File: src/seeded_hash_probability_gate_top_defines.svh
// Assertion macros shared by the seeded hash probability gate RTL.
// Included by the modules that carry concurrent checks; needs no other file.
`ifndef SEEDED_HASH_PROBABILITY_GATE_TOP_DEFINES_SVH
`define SEEDED_HASH_PROBABILITY_GATE_TOP_DEFINES_SVH

`ifndef NO_ASSERTIONS

// Same-cycle implication, checked outside reset.
`define SHPG_ASSERT_IMP(label, clk, rst, ante, cons) \
   label: assert property (@(posedge clk) disable iff (rst) (ante) |-> (cons)) \
      else $error("shpg check failed");

// Next-cycle implication, checked outside reset.
`define SHPG_ASSERT_NEXT(label, clk, rst, ante, cons) \
   label: assert property (@(posedge clk) disable iff (rst) (ante) |=> (cons)) \
      else $error("shpg check failed");

// Next-cycle implication that also holds across reset.
`define SHPG_ASSERT_NEXT_ALWAYS(label, clk, ante, cons) \
   label: assert property (@(posedge clk) (ante) |=> (cons)) \
      else $error("shpg check failed");

`else

`define SHPG_ASSERT_IMP(label, clk, rst, ante, cons)
`define SHPG_ASSERT_NEXT(label, clk, rst, ante, cons)
`define SHPG_ASSERT_NEXT_ALWAYS(label, clk, ante, cons)

`endif

`endif

File: src/shpg_pkg.sv
// Shared types, constants and the word selection function of the hash gate.
// Used by the mix cells, the gate stage and the top level.
package shpg_pkg;

   // Hash constants.
   localparam logic [31:0] HASH_START  = 32'h811c_9dc5;
   localparam logic [31:0] COMBINE_ADD = 32'h9e37_79b9;
   localparam logic [31:0] FINAL_MUL_A = 32'h7feb_352d;
   localparam logic [31:0] FINAL_MUL_B = 32'h846c_a68b;

   // Decision constants.
   localparam logic [6:0] PERCENT_FULL = 7'd100;
   localparam int FRACTION_BITS = 24;

   // One mix cell per absorbed word.
   localparam int NUM_CELLS = 7;

   // Configuration register map (byte address).
   localparam int CSR_ADDR_WIDTH = 2;
   localparam logic [CSR_ADDR_WIDTH-1:0] CSR_SEED_ADDR = 2'd0;

   // Which word a mix cell absorbs, in absorb order.
   typedef enum logic [2:0] {
      WORD_SEED,
      WORD_CHANNEL,
      WORD_LINE,
      WORD_STEP,
      WORD_ROLE,
      WORD_EVENT,
      WORD_DRAW
   } word_sel_type;

   // Fields of one input item.
   typedef struct packed {
      logic [3:0]  channel;
      logic [15:0] line_number;
      logic [15:0] step_number;
      logic [7:0]  role_code;
      logic [15:0] event_number;
      logic [15:0] draw_number;
      logic        step_valid;
      logic        is_rest;
      logic [6:0]  play_percent;
   } item_type;

   // What travels down the chain with an item: running hash and the item.
   typedef struct packed {
      logic [31:0] hash;
      item_type    item;
   } lane_type;

   // Zero-extended word that a given cell absorbs.
   function automatic logic [31:0] mix_word(input word_sel_type sel, input item_type item,
                                            input logic [31:0] seed);
      logic [31:0] w;
      case (sel)
         WORD_SEED:    w = seed;
         WORD_CHANNEL: w = {28'd0, item.channel};
         WORD_LINE:    w = {16'd0, item.line_number};
         WORD_STEP:    w = {16'd0, item.step_number};
         WORD_ROLE:    w = {24'd0, item.role_code};
         WORD_EVENT:   w = {16'd0, item.event_number};
         WORD_DRAW:    w = {16'd0, item.draw_number};
         default:      w = 32'd0;
      endcase
      return w;
   endfunction

endpackage

File: src/shpg_mix_cell.sv
// One absorb round of the hash: combine, then the xorshift-multiply finalizer,
// in three registered stages with per-stage flow control. Uses shpg_pkg.
module shpg_mix_cell (
   input  logic               clock,
   input  logic               reset,
   input  logic               in_valid,
   output logic               in_ready,
   input  shpg_pkg::lane_type in_lane,
   input  logic [31:0]        in_word,
   output logic               out_valid,
   input  logic               out_ready,
   output shpg_pkg::lane_type out_lane
);

   logic               v1_ff, v2_ff, v3_ff;
   logic               v1_in, v2_in, v3_in;
   shpg_pkg::lane_type l1_ff, l2_ff, l3_ff;
   shpg_pkg::lane_type l1_in, l2_in, l3_in;
   logic               adv1, adv2, adv3;
   logic [31:0]        sum;
   logic [31:0]        comb;
   logic [31:0]        shr15;

   // A stage moves when it is empty or the stage after it moves.
   assign adv3     = !v3_ff || out_ready;
   assign adv2     = !v2_ff || adv3;
   assign adv1     = !v1_ff || adv2;
   assign in_ready = adv1;

   assign v1_in = adv1 ? in_valid : v1_ff;
   assign v2_in = adv2 ? v1_ff : v2_ff;
   assign v3_in = adv3 ? v2_ff : v3_ff;

   // Stage one: hash-combine with the word, then the first xorshift.
   always_comb begin
      sum  = in_word + shpg_pkg::COMBINE_ADD + {in_lane.hash[25:0], 6'd0}
             + {2'd0, in_lane.hash[31:2]};
      comb = in_lane.hash ^ sum;
      l1_in      = in_lane;
      l1_in.hash = comb ^ {16'd0, comb[31:16]};
   end

   // Stage two: first multiply.
   always_comb begin
      l2_in      = l1_ff;
      l2_in.hash = l1_ff.hash * shpg_pkg::FINAL_MUL_A;
   end

   // Stage three: second xorshift and multiply.
   always_comb begin
      shr15      = l2_ff.hash ^ {15'd0, l2_ff.hash[31:15]};
      l3_in      = l2_ff;
      l3_in.hash = shr15 * shpg_pkg::FINAL_MUL_B;
   end

   // Valid bits.
   always_ff @(posedge clock) begin
      if (reset) begin
         v1_ff <= 1'b0;
         v2_ff <= 1'b0;
         v3_ff <= 1'b0;
      end else begin
         v1_ff <= v1_in;
         v2_ff <= v2_in;
         v3_ff <= v3_in;
      end
   end

   // Payload registers load whenever their stage moves.
   always_ff @(posedge clock) begin
      if (adv1) begin
         l1_ff <= l1_in;
      end
      if (adv2) begin
         l2_ff <= l2_in;
      end
      if (adv3) begin
         l3_ff <= l3_in;
      end
   end

   // The closing xorshift is applied on the way out.
   always_comb begin
      out_lane      = l3_ff;
      out_lane.hash = l3_ff.hash ^ {16'd0, l3_ff.hash[31:16]};
   end
   assign out_valid = v3_ff;

endmodule

File: config.mk
export PLATFORM = sky130hd
export DESIGN_NAME = shpg_mix_cell
export DESIGN_NICKNAME = d
export VERILOG_FILES = /design/src/seeded_hash_probability_gate_top_defines.svh /design/src/shpg_pkg.sv /design/src/shpg_mix_cell.sv
export SDC_FILE = /design/constraint.sdc
export NUM_CORES = 2
export LEC_CHECK = 0
export BUFFER_PORTS_ARGS = -buffer_cell sky130_fd_sc_hd__buf_2
export CAP_MARGIN = 40
export CELL_PAD_IN_SITES_DETAIL_PLACEMENT = 1
export CELL_PAD_IN_SITES_GLOBAL_PLACEMENT = 1
export CORE_ASPECT_RATIO = 1.1
export CORE_MARGIN = 10
export CORE_UTILIZATION = 51
export CTS_CLUSTER_DIAMETER = 200
export DETAILED_ROUTE_END_ITERATION = 6
export PLACE_DENSITY = 0.84
export SLEW_MARGIN = 10
export SYNTH_ARGS = -nofsm -noshare
export SYNTH_HDL_FRONTEND = slang
export SYNTH_SLANG_ARGS = --single-unit
File: constraint.sdc
create_clock -name clock -period 8.7 [get_ports clock]
set_clock_uncertainty 0.05 [all_clocks]
set_input_delay 1.74 -clock clock [delete_from_list [all_inputs] [get_ports clock]]
set_output_delay 1.74 -clock clock [all_outputs]
set_load 0.05 [all_outputs]
==> flow_metrics.py <==
metrics = {
    "sta": {
        "worst_pin_slew_ps": 869,
        "hold_viol": 0,
        "slew_violations": 0,
        "fmax_mhz": 127,
        "whs_ps": 335,
        "setup_violations": 0,
        "fin_crit_sh": 0.903,
        "finalCriticalPeriod_ps": 7850,
        "slew_headroom": 0.421,
        "rsz0062_at_grt": "no",
        "tns_ps": 0,
    },
    "floorplanning": {
        "coreArea_mm2": 0.0610,
        "start_util": 0.514,
        "core.rowCount": 95,
        "die-area_mm2": 0.0718,
        "io_pins": 272,
        "die_w_um": 256,
        "die_y_um": 280,
    },
    "clock_tree": {
        "clk_pin_slew_ps": 60,
        "cts_setup_buffers": 0,
        "clock_sinks": 354,
        "hold_buffers": 0,
        "clockBufferDepth": 3,
        "cts_tree": "yes",
        "cts_buffers": 38,
        "worstSkewPairLatency_ps": 590,
        "cts_resized": 0,
        "clockRootBuffer": "clkbuf_16",
        "cts.htree.levels": 2,
    },
    "global_routing": {
        "track_usage": 0.271,
        "grt_first_pass_wirelength_um": 145000,
        "grt_pass1_vias": 23600,
        "grt_max_degree": 66,
        "grt_antenna_before_repair": 14,
        "grt_overflow": 0,
    },
    "placement": {
        "gp_congestion": 0.969,
        "dp_hpwl_um": 79900,
        "io_buffer_count": 271,
    },
    "flow_run": {
        "maxCapViolCount": 0,
    },
    "critical_path": {
        "worstReg2RegEnd": "l3_ff[116]",
        "r2r_slack_ps": 850,
        "cp_cell_sequence": "xnor2_1 > inv_1 > ha_1 > ha_1 > fa_1 > inv_1 > fa_1 > inv_1 > ha_1 > ha_1 > fa_1 > fa_1 > ha_1 > a21o_1 > a21oi_1 > o21ai_0 > a221o_1 > a21oi_1 > o31a_1 > o21ai_1 > a31oi_1 > xnor2_1",
        "crit_fanout": 8,
        "crit_arrival_ps": 8130,
        "critPathBufInv": 3,
        "worstSetupPathDepth": 22,
        "cp-start-kind": "register",
        "end_kind": "register",
        "crit_top_cell": "ha_1",
        "r2r_start": "l2_ff[105]",
        "rr_worst_depth": 22,
        "cp_data_required_time_ps": 8970,
        "path_delay_family": "adder cells",
        "critPathKind": "reg -> reg",
        "slowest_stage": "xnor2_1",
        "slowest_delay_ps": 680,
    },
    "min_path": {
        "min_from": "l2_ff[46]",
        "hold_path_end": "out_lane[46]",
        "min_path_cells": 0,
        "hp-class": "reg -> reg",
    },
    "route": {
        "firstDrtPassIters": 6,
        "routed_via_density": 5.48,
        "wire_per_inst_um": 26.9,
        "drc": 0,
        "num_vias": 19900,
        "wl_um": 97400,
        "ant_nets": 0,
        "drt-initial-drc-count": 1219,
    },
    "synth": {
        "ys_seq_area_frac": 0.338,
        "syn-num-nets": 3509,
        "synth_top_area_cell": "edfxtp_1",
        "synth_cell_types": 62,
        "syn_avg_cell_area_um2": 12.4,
        "ys_ff_latch": 354,
        "synth.area.top_cells": "edfxtp_1, fa_1, ha_1, inv_1, xnor2_1",
        "synth_edf_count": 351,
        "async_flop_share": 0,
        "synth_ff_type": "edfxtp_1",
        "ys_warn_count": 0,
        "synth_area_mm2": 0.0314,
        "synthCells": 2532,
        "synth.top_cell.area_share": 0.336,
    },
    "finish": {
        "multi_input_area_mm2": 0.0177,
        "drive_above_1_share": 0.130,
        "synthToLayoutAreaGrowth_pct": 9.75,
        "layout.area.seq_mm2": 0.0106,
        "num-fill-cells": 6295,
        "nets": 3729,
    },
    "outcome": {
        "status": "completed",
    },
}
-- flip-flops by register name (all words and copies together) (netlist names) --
register	count
l3_ff	32
v2_ff	1
out_lane	85
v1_ff	1
l1_ff	117
out_valid	1
l2_ff	117
-- how the worst max path moves through the flow --
stage / from / endpoint / slack [ps]
final: l2_ff[105] / l3_ff[116] / 850
after global routing: l2_ff[105] / l3_ff[116] / 540
after CTS: l2_ff[105] / l3_ff[116] / 930
after detailed placement: l2_ff[108] / l3_ff[115] / 1060
after global placement: l2_ff[111] / l3_ff[116] / 1280
after floorplan: l2_ff[109] / l3_ff[115] / 1850
-- cells in the final DEF, fill, tap and decap left out, types with 8 or more instances in the layout --
cell and n:
nor3_1 10, o21a_1 14, fa_1 384, o21bai_1 12, a21oi_1 66, clkbuf_16 38
a21o_1 35, ha_1 440, inv_1 611, nand2_1 47, o21ai_0 40, edfxtp_1 351
buf_2 271, diode_2 17, xor2_1 71, a211oi_1 9, buf_4 14, nand3_1 10
nor2_1 44, nor2b_1 8, and2_1 9, xnor2_1 179
-- Yosys cell counts, types with 4 or more instances --
cell type	instances
inv_1	613
ha_1	440
fa_1	384
edfxtp_1	351
xnor2_1	179
buf_4	103
xor2_1	71
a21oi_1	66
nand2_1	48
nor2_1	44
o21ai_0	40
a21o_1	35
o21a_1	14
o21bai_1	12
nand3_1	10
nor3_1	10
a211oi_1	9
and2_1	9
nor2b_1	8
nand2b_1	7
nand4_1	5
and3_1	4
o211ai_1	4
o31ai_1	4
-- area by class of cell --
type / instances / share of cell area
clock inverter: 27 / 0.00854
tap: 824 / 0.0300
clock buffer: 42 / 0.0281
inverter: 613 / 0.0670
multi-input combinational: 1458 / 0.513
timing repair buffer: 287 / 0.0441
sequential: 354 / 0.308
antenna: 17 / 0.00124
-- kinds of logic after synthesis --
| family | after synthesis | synth area share |
|---|---|---|
| AND/OR/NAND/NOR | 159 | 0.0242 |
| flip-flops | 354 | 0.338 |
| AO/OA/AOI/OAI | 223 | 0.0469 |
| adder cells (fa/ha/maj) | 824 | 0.421 |
| XOR/XNOR | 252 | 0.0712 |
| buffers and inverters | 720 | 0.0991 |
-- layer usage --
metal / track usage / wire, um / share of wire / up-vias
met4: 0.175 / 6780 / 0.070 / 2
met2: 0.523 / 54200 / 0.56 / 769
met1: 0.268 / 32100 / 0.33 / 10200
met3: 0.0388 / 4360 / 0.045 / 309
met5: 0 / 13 / 0.00013 / -
li1: - / - / - / 8549
-- per-stage QoR --
step           std cells   util  worst slack, ps  cell area, um2
2_1_floorplan       2532      -             1850           31400
6_report            3622  0.565              847           34400
3_5_place_dp        3535  0.543             1060           33100
4_1_cts             3604  0.563              929           34400
5_1_grt             3621  0.564              543           34400
3_3_place_gp        3530  0.542             1280           33000
Power is left out: the tool's default activity adds up to more than one toggle a clock period on the data nets, which glitch-free logic cannot reach.
