===== config.mk =====
export PLATFORM = sky130hd
export DESIGN_NAME = shpg_gate_stage
export DESIGN_NICKNAME = d
export VERILOG_FILES = /design/src/shpg_pkg.sv /design/src/shpg_gate_stage.sv
export VERILOG_INCLUDE_DIRS = /design/src /design/src/src
export SDC_FILE = /design/constraint.sdc
export NUM_CORES = 1
export LEC_CHECK = 0
export BUFFER_PORTS_ARGS = -buffer_cell sky130_fd_sc_hd__buf_2
export CORE_MARGIN = 2
export CORE_UTILIZATION = 47
export CTS_BUF_LIST = sky130_fd_sc_hd__clkbuf_16
export CTS_CLUSTER_SIZE = 8
export DETAILED_ROUTE_END_ITERATION = 12
export HOLD_SLACK_MARGIN = 0.06
export PLACE_DENSITY = 0.82
export SYNTH_ARGS = -nofsm -noshare
export SYNTH_HDL_FRONTEND = slang
export SYNTH_SLANG_ARGS = --single-unit

===== constraint.sdc =====
create_clock -name clock -period 5.5 [get_ports clock]
set_clock_uncertainty 0.05 [all_clocks]
set_input_delay 1.1 -clock clock [delete_from_list [all_inputs] [get_ports clock]]
set_output_delay 1.1 -clock clock [all_outputs]
set_load 0.01 [all_outputs]

===== src/seeded_hash_probability_gate_top_defines.svh =====
// Assertion macros shared by the seeded hash probability gate RTL.
// Included by the modules that carry concurrent checks; needs no other file.
`ifndef SEEDED_HASH_PROBABILITY_GATE_TOP_DEFINES_SVH
`define SEEDED_HASH_PROBABILITY_GATE_TOP_DEFINES_SVH

`ifndef NO_ASSERTIONS

// Same-cycle implication, checked outside reset.
`define SHPG_ASSERT_IMP(label, clk, rst, ante, cons) \
   label: assert property (@(posedge clk) disable iff (rst) (ante) |-> (cons)) \
      else $error("shpg check failed");

// Next-cycle implication, checked outside reset.
`define SHPG_ASSERT_NEXT(label, clk, rst, ante, cons) \
   label: assert property (@(posedge clk) disable iff (rst) (ante) |=> (cons)) \
      else $error("shpg check failed");

// Next-cycle implication that also holds across reset.
`define SHPG_ASSERT_NEXT_ALWAYS(label, clk, ante, cons) \
   label: assert property (@(posedge clk) (ante) |=> (cons)) \
      else $error("shpg check failed");

`else

`define SHPG_ASSERT_IMP(label, clk, rst, ante, cons)
`define SHPG_ASSERT_NEXT(label, clk, rst, ante, cons)
`define SHPG_ASSERT_NEXT_ALWAYS(label, clk, ante, cons)

`endif

`endif


===== src/shpg_pkg.sv =====
// Shared types, constants and the word selection function of the hash gate.
// Used by the mix cells, the gate stage and the top level.
package shpg_pkg;

   // Hash constants.
   localparam logic [31:0] HASH_START  = 32'h811c_9dc5;
   localparam logic [31:0] COMBINE_ADD = 32'h9e37_79b9;
   localparam logic [31:0] FINAL_MUL_A = 32'h7feb_352d;
   localparam logic [31:0] FINAL_MUL_B = 32'h846c_a68b;

   // Decision constants.
   localparam logic [6:0] PERCENT_FULL = 7'd100;
   localparam int FRACTION_BITS = 24;

   // One mix cell per absorbed word.
   localparam int NUM_CELLS = 7;

   // Configuration register map (byte address).
   localparam int CSR_ADDR_WIDTH = 2;
   localparam logic [CSR_ADDR_WIDTH-1:0] CSR_SEED_ADDR = 2'd0;

   // Which word a mix cell absorbs, in absorb order.
   typedef enum logic [2:0] {
      WORD_SEED,
      WORD_CHANNEL,
      WORD_LINE,
      WORD_STEP,
      WORD_ROLE,
      WORD_EVENT,
      WORD_DRAW
   } word_sel_type;

   // Fields of one input item.
   typedef struct packed {
      logic [3:0]  channel;
      logic [15:0] line_number;
      logic [15:0] step_number;
      logic [7:0]  role_code;
      logic [15:0] event_number;
      logic [15:0] draw_number;
      logic        step_valid;
      logic        is_rest;
      logic [6:0]  play_percent;
   } item_type;

   // What travels down the chain with an item: running hash and the item.
   typedef struct packed {
      logic [31:0] hash;
      item_type    item;
   } lane_type;

   // Zero-extended word that a given cell absorbs.
   function automatic logic [31:0] mix_word(input word_sel_type sel, input item_type item,
                                            input logic [31:0] seed);
      logic [31:0] w;
      case (sel)
         WORD_SEED:    w = seed;
         WORD_CHANNEL: w = {28'd0, item.channel};
         WORD_LINE:    w = {16'd0, item.line_number};
         WORD_STEP:    w = {16'd0, item.step_number};
         WORD_ROLE:    w = {24'd0, item.role_code};
         WORD_EVENT:   w = {16'd0, item.event_number};
         WORD_DRAW:    w = {16'd0, item.draw_number};
         default:      w = 32'd0;
      endcase
      return w;
   endfunction

endpackage


===== src/shpg_gate_stage.sv =====
// Play decision and result register at the end of the mix chain.
// Uses shpg_pkg and the assertion macros header.
`include "seeded_hash_probability_gate_top_defines.svh"

module shpg_gate_stage (
   input  logic               clock,
   input  logic               reset,
   input  logic               in_valid,
   output logic               in_ready,
   input  shpg_pkg::lane_type in_lane,
   output logic               out_valid,
   input  logic               out_ready,
   output logic [23:0]        out_fraction,
   output logic               out_plays
);

   logic        valid_ff, valid_in;
   logic [23:0] fraction_ff, fraction_in;
   logic        plays_ff, plays_in;
   logic        in_fire;
   logic [30:0] lhs;
   logic [30:0] rhs;

   assign in_ready = !valid_ff || out_ready;
   assign in_fire  = in_valid && in_ready;

   // Exact compare: fraction * 100 < percent * 2^24.
   always_comb begin
      fraction_in = in_lane.hash[31:8];
      lhs = 31'(fraction_in) * 31'(shpg_pkg::PERCENT_FULL);
      rhs = 31'(in_lane.item.play_percent) << shpg_pkg::FRACTION_BITS;
      if (!in_lane.item.step_valid) begin
         plays_in = 1'b1;
      end else if (in_lane.item.is_rest) begin
         plays_in = 1'b0;
      end else if (in_lane.item.play_percent >= shpg_pkg::PERCENT_FULL) begin
         plays_in = 1'b1;
      end else if (in_lane.item.play_percent == 7'd0) begin
         plays_in = 1'b0;
      end else begin
         plays_in = lhs < rhs;
      end
   end

   // Result register: refills as soon as the waiting item is taken.
   assign valid_in = in_fire ? 1'b1 : (out_ready ? 1'b0 : valid_ff);

   always_ff @(posedge clock) begin
      if (reset) begin
         valid_ff <= 1'b0;
      end else begin
         valid_ff <= valid_in;
      end
   end

   always_ff @(posedge clock) begin
      if (in_fire) begin
         fraction_ff <= fraction_in;
         plays_ff    <= plays_in;
      end
   end

   assign out_valid    = valid_ff;
   assign out_fraction = fraction_ff;
   assign out_plays    = plays_ff;

   // A draw with no active step always plays.
   `SHPG_ASSERT_NEXT(a_no_step_plays, clock, reset, in_fire && !in_lane.item.step_valid, plays_ff)
   // A rest on an active step never plays.
   `SHPG_ASSERT_NEXT(a_rest_silent, clock, reset, in_fire && in_lane.item.step_valid && in_lane.item.is_rest, !plays_ff)
   // The fraction shown is the top of the hash that came in.
   `SHPG_ASSERT_NEXT(a_fraction_kept, clock, reset, in_fire, fraction_ff == $past(in_lane.hash[31:8]))

endmodule


==> results of run 1 <==
placed cells by master, fill, tap and decap left out:
master and n:
o2111ai_4 1, a31oi_2 1, inv_1 87, and2_1 1
o21ai_0 5, edfxtp_1 25, xor2_1 1, nor4_1 1
and4_4 1, and4_1 2, ha_1 80, clkbuf_16 3
a21oi_2 1, o21a_4 1, a211o_1 1, nand2_1 11
o21ai_2 1, nand4_1 4, a211oi_1 2, fa_1 18
o31ai_1 1, a31o_1 1, dfxtp_1 1, a21o_1 7
buf_2 63, nor3_1 1, or2_2 1, a21oi_1 16
a221oi_4 1, a31oi_1 2, nand2b_1 1, xnor2_1 4
o21bai_1 1, nor2_1 9, nand3_1 4, o311ai_0 1
flip-flops by register name, indices dropped and copies added, names as in the netlist:
name          flops
out_fraction     24
out_valid         1
out_plays         1
worst paths after layout:
| check | end | depth (start not counted) |
|---|---|---|
| worst max-delay path | out_plays | 21 |
| worst min-delay path | out_valid | 2 |
| worst max register to register | out_fraction[12] | 2 |
| worst min register to register | out_valid | 2 |
power groups by stage:
stage                     registers, W  clock network (W)  logic, W
after floorplan               0.000246                  0  0.000284
after global placement        0.000238                  0  0.000375
after detailed placement      0.000239                  0  0.000396
after CTS                     0.000234           0.000169  0.000401
after global routing          0.000235           0.000175  0.000472
final                         0.000234           0.000163  0.000404
worst max-delay path, delay by kind of cell:
family / cells / cell delay (ps)
AO/OA/AOI/OAI: 11 / 1830
adder cells (fa/ha/maj): 5 / 1690
buffers and inverters: 3 / 230
AND/OR/NAND/NOR: 2 / 200
per-layer routing:
layer,part of all wire,vias to the layer above,global-route usage
met2,0.48,44,0.297
li1,-,1117,-
met1,0.46,1015,0.208
met3,0.044,4,0.0218
met4,0.011,0,0.0352
met5,0,-,0
metrics by stage:
stage / total power, W / area [um2] / util
final: 0.000801 / 3490 / 0.560
after CTS: 0.000804 / 3480 / 0.557
after global placement: 0.000613 / 3400 / 0.545
after detailed placement: 0.000635 / 3400 / 0.545
after global routing: 0.000883 / 3490 / 0.560
after floorplan: 0.000530 / 2990 / -
logic make-up (layout without fill, tap and decap cells):
kind of cell | after synthesis | after routing | share of synthesized area
AOI/OAI and AO/OA | 43 | 43 | 0.103
DFF | 26 | 26 | 0.258
adders and majority gates | 98 | 98 | 0.456
buffers and inverters | 86 | 153 | 0.108
and+or+nand+nor | 36 | 36 | 0.0599
xor gates and xnor gates | 5 | 5 | 0.0147
cell type report:
class                           instances  area, um2
Fill cell                             559       2750
Multi-Input combinational cell        182       1910
Sequential cell                        26        771
Inverter                               86        323
Timing Repair Buffer                   63        315
Tap cell                               77       96.3
Clock buffer                            3       75.1
Clock inverter                          1       3.75
==> results.json, run 1 <==
{
  "outcome": "completed",
  "yosysMostFrequentCell": "inv_1",
  "area_growth_pct": 16.9,
  "post_cts_buffers": 0,
  "wire_per_inst_um": 12.1,
  "startpoint": "in_lane[98]",
  "cts_tree": "built",
  "insertion_delay_ps": 250,
  "cts_buffers": 3,
  "final_layout_size_suffix_gt1_frac": 0.205,
  "setup-tns-final_ps": 0,
  "grt_max_degree": 26,
  "post_layout_nonfiller_instances": 438,
  "path_common_cell": "ha_1",
  "period_needed_ps": 5070,
  "fmax_mhz": 197,
  "r2r-start": "out_valid",
  "dp_hpwl_um": 4600,
  "ios": 148,
  "antenna_cells": 0,
  "die_w_um": 83.7,
  "synth.avg_cell_area_um2": 10.2,
  "setup_slack_ps": 432,
  "netSwitchingFraction": 0.369,
  "p_seq_frac": 0.292,
  "comb_power_share": 0.504,
  "maxSlewViolCount": 0,
  "clk_pin_slew_ps": 70,
  "cpPeakStageDelay_ps": 510,
  "yosysTopAreaCell": "ha_1",
  "critPathRequiredTime_ps": 5460,
  "setup_viol": 0,
  "ys_warn_count": 0,
  "p_switching_w": 0.000295,
  "rsz0062_at_grt": "no",
  "grt_first_pass_wirelength_um": 9520,
  "gp_congestion": 0.831,
  "ant_nets": 0,
  "dieArea_um2": 7010,
  "syn_inst": 294,
  "syn-cell-area_um2": 2990,
  "slew_headroom": 0.218,
  "routed_wl_um": 5320,
  "worst_path_max_delay_cell": "fa_1",
  "crit_type": "input pin to flip-flop",
  "place_inst": 434,
  "worstPathCellList": "buf_2 -> ha_1 -> ha_1 -> inv_1 -> fa_1 -> inv_1 -> ha_1 -> a21o_1 -> a21o_1 -> a21o_1 -> o21a_4 -> o2111ai_4 -> a211o_1 -> nand3_1 -> ha_1 -> nand4_1 -> o21ai_0 -> a21oi_1 -> o21ai_0 -> o311ai_0 -> a31o_1",
  "htreeDepth": 1,
  "cts.sinks": 26,
  "via_per_inst": 4.98,
  "synthDominantCellAreaShare": 0.335,
  "post-route-drc-count": 0,
  "synth-edff-count": 25,
  "p_per_area_nw_per_um2": 229,
  "rows": 29,
  "reg2reg_setup_slack_ps": 3730,
  "synthFlopType": "edfxtp_1",
  "first_pass_iters": 4,
  "post_synth_num_cell_types": 34,
  "synthTopCellsByCount": "inv_1 (86), ha_1 (80), edfxtp_1 (25)",
  "p_leak_nw": 1.94,
  "syn-num-nets": 513,
  "critPathCaptureType": "flip-flop",
  "worst_slew_pin_slew_ps": 1170,
  "pre_cts_ws_ps": 66.1,
  "initial_utilization": 0.479,
  "intPower_w": 0.000506,
  "cts-root-buf": "clkbuf_16",
  "seq_area_frac_synth": 0.258,
  "fin_hold_ws_ps": 468,
  "grt_pass1_vias": 2237,
  "grt-ovfl-total": 0,
  "vias": 2180,
  "ir_drop_uv": 179,
  "synth-seq-cells": 26,
  "crit_arrival_ps": 5030,
  "period_share": 0.921,
  "cts_resized": 0,
  "worst_hold_startpoint": "out_valid",
  "antenna_found_initial": 0,
  "grtUsageTotal": 0.164,
  "hold_viol_final": 0,
  "io_buffers": 63,
  "synth_area_leaders": "ha_1 (34%), edfxtp_1 (25%), fa_1 (12%)",
  "clkPwrFrac": 0.203,
  "core_um2": 6240,
  "async_flop_share": 0,
  "start_kind": "input pin",
  "min_path_type": "flip-flop to flip-flop",
  "cts_hold_buffers": 0,
  "clockBufferDepth": 2,
  "nNetsFinal": 581,
  "fp.dieH_um": 83.7,
  "drtIter0Drc": 37,
  "cap_violations": 0,
  "cp_max_fo": 5
}
(Power assumes the default switching activity.)
==> run 2: changes to the inputs <==
--- a/config.mk
+++ b/config.mk
@@ -7,7 +7,7 @@
 export NUM_CORES = 1
 export LEC_CHECK = 0
 export BUFFER_PORTS_ARGS = -buffer_cell sky130_fd_sc_hd__buf_2
-export CORE_MARGIN = 2
+export CORE_MARGIN = 5
 export CORE_UTILIZATION = 47
 export CTS_BUF_LIST = sky130_fd_sc_hd__clkbuf_16
 export CTS_CLUSTER_SIZE = 8
==> constraint.sdc (replaced) <==
create_clock -name clock -period 5.5 [get_ports clock]
set_clock_uncertainty 0.05 [all_clocks]
set_input_delay 1.375 -clock clock [delete_from_list [all_inputs] [get_ports clock]]
set_output_delay 1.375 -clock clock [all_outputs]
set_load 0.01 [all_outputs]
==> results.json, run 2 (synthesized netlist as in run 1, its figures left out) <==
{
  "outcome": "completed",
  "fmax_mhz": 188,
  "grt_max_degree": 26,
  "slew_headroom": 0.243,
  "period_needed_ps": 5330,
  "antenna_found_initial": 0,
  "cts_buffers": 3,
  "period_share": 0.969,
  "setup_viol": 0,
  "cts-root-buf": "clkbuf_16",
  "fp.dieH_um": 89.7,
  "vias": 2308,
  "setup-tns-final_ps": 0,
  "worst_path_max_delay_cell": "fa_1",
  "cap_violations": 0,
  "routed_wl_um": 6260,
  "dp_hpwl_um": 5200,
  "nNetsFinal": 599,
  "rows": 29,
  "gp_congestion": 0.869,
  "cts_hold_buffers": 0,
  "cts_tree": "built",
  "worstPathCellList": "buf_2 -> ha_1 -> ha_1 -> inv_1 -> fa_1 -> inv_1 -> ha_4 -> a21oi_2 -> nand2_1 -> a221oi_4 -> o21ai_2 -> o2111ai_4 -> a211o_1 -> nand3_1 -> ha_1 -> nand4_1 -> o21ai_1 -> a21oi_1 -> o21ai_0 -> o311ai_1 -> a31o_1",
  "grt-ovfl-total": 0,
  "cts.sinks": 26,
  "hold_viol_final": 0,
  "via_per_inst": 5.06,
  "min_path_type": "flip-flop to flip-flop",
  "first_pass_iters": 4,
  "worst_hold_startpoint": "out_valid",
  "insertion_delay_ps": 260,
  "antenna_cells": 0,
  "start_kind": "input pin",
  "area_growth_pct": 23.9,
  "post-route-drc-count": 0,
  "ios": 148,
  "ant_nets": 0,
  "path_delay_family": "adder cells",
  "maxSlewViolCount": 0,
  "layout_commonest_cell": "inv_1",
  "clockBufferDepth": 2,
  "p_per_area_nw_per_um2": 232,
  "drtIter0Drc": 75,
  "wire_per_inst_um": 13.7,
  "grt_pass1_vias": 2416,
  "fin_hold_ws_ps": 471,
  "grtUsageTotal": 0.156,
  "cpPeakStageDelay_ps": 510,
  "critPathCaptureType": "flip-flop",
  "mostFrequentLayoutCells": "inv_1 (86), ha_1 (75), buf_2 (63)",
  "crit_buf_inv": 3,
  "p_leak_nw": 2.02,
  "clk_pin_slew_ps": 60,
  "dieArea_um2": 8050,
  "crit_type": "input pin to flip-flop",
  "critPathRequiredTime_ps": 5450,
  "io_buffers": 63,
  "largest_register_ffs": 24,
  "htreeDepth": 1,
  "core_um2": 6280,
  "power_w": 0.000857,
  "worst_slew_pin_slew_ps": 1140,
  "r2r-start": "out_valid",
  "die_w_um": 89.7,
  "crit_arrival_ps": 5280,
  "cp_max_fo": 5,
  "ir_drop_uv": 204,
  "initial_utilization": 0.476,
  "grt_first_pass_wirelength_um": 10700,
  "final_layout_size_suffix_gt1_frac": 0.264,
  "startpoint": "in_lane[107]",
  "path_common_cell": "ha_1"
}
-- run 2: cell types whose count changed in the layout (fill, tap and decap cells not counted), sizes merged --
| cell | delta |
|---|---|
| inv | -1 |
| clkinv | +1 |
| buf | +18 |
-- run 2: timing repair --
| item | in CTS | in global routing |
|---|---|---|
| gates cloned | 0 | 0 |
| setup endpoints to repair | 1 | 1 |
| gates resized for setup | 1 | 11 |
| endpoints found under the hold margin | 0 | 0 |
| pin swaps | 0 | 10 |
| buffers inserted | 0 | 3 |
-- run 2: report_power, final --
part	internal (W)	switching, W
clock network	0.0000974	0.0000652
registers	0.000232	0.00000270
logic	0.000211	0.000249
-- run 2: path summary, 6_finish.rpt --
| path | end | slack [ps] | depth (start not counted) |
|---|---|---|---|
| hold / removal | out_valid | 470 | 2 |
| hold reg to reg | out_valid | 470 | 2 |
| setup / recovery | out_plays | 170 | 21 |
| setup reg to reg | out_fraction[4] | 3760 | 2 |
-- run 2: worst reg2reg max path: cells and delay by family, from the launching register on --
family | cells | cell delay [ps]
simple gates | 2 | 990
flops | 1 | 310
-- run 2: area by class of cell --
| class | count | area [um2] |
|---|---|---|
| fillers | 483 | 2580 |
| multi-input cells | 182 | 1980 |
| flip-flops and latches | 26 | 771 |
| repair buffers | 81 | 450 |
| inverters | 86 | 323 |
| well taps | 77 | 96.3 |
| clock buffers | 3 | 75.1 |
| clock inverters | 1 | 3.75 |
-- run 2: per-layer routing --
metal / vias up / wire length (um) / global-route usage / part of all wire
li1: 1158 / - / - / -
met1: 1080 / 2700 / 0.194 / 0.43
met4: 0 / 74 / 0.0428 / 0.012
met3: 12 / 249 / 0.0200 / 0.040
met2: 58 / 3240 / 0.280 / 0.52
met5: - / 0 / 0 / 0
-- run 2: through the flow --
step	area [um2]	std cells	worst slack (ps)	utilization
floorplan	2990	294	312	-
global placement	3510	449	-168	0.559
detailed placement	3510	449	-270	0.559
CTS	3600	453	6.59	0.574
global route	3700	456	-33.0	0.590
finish	3700	456	170	0.590
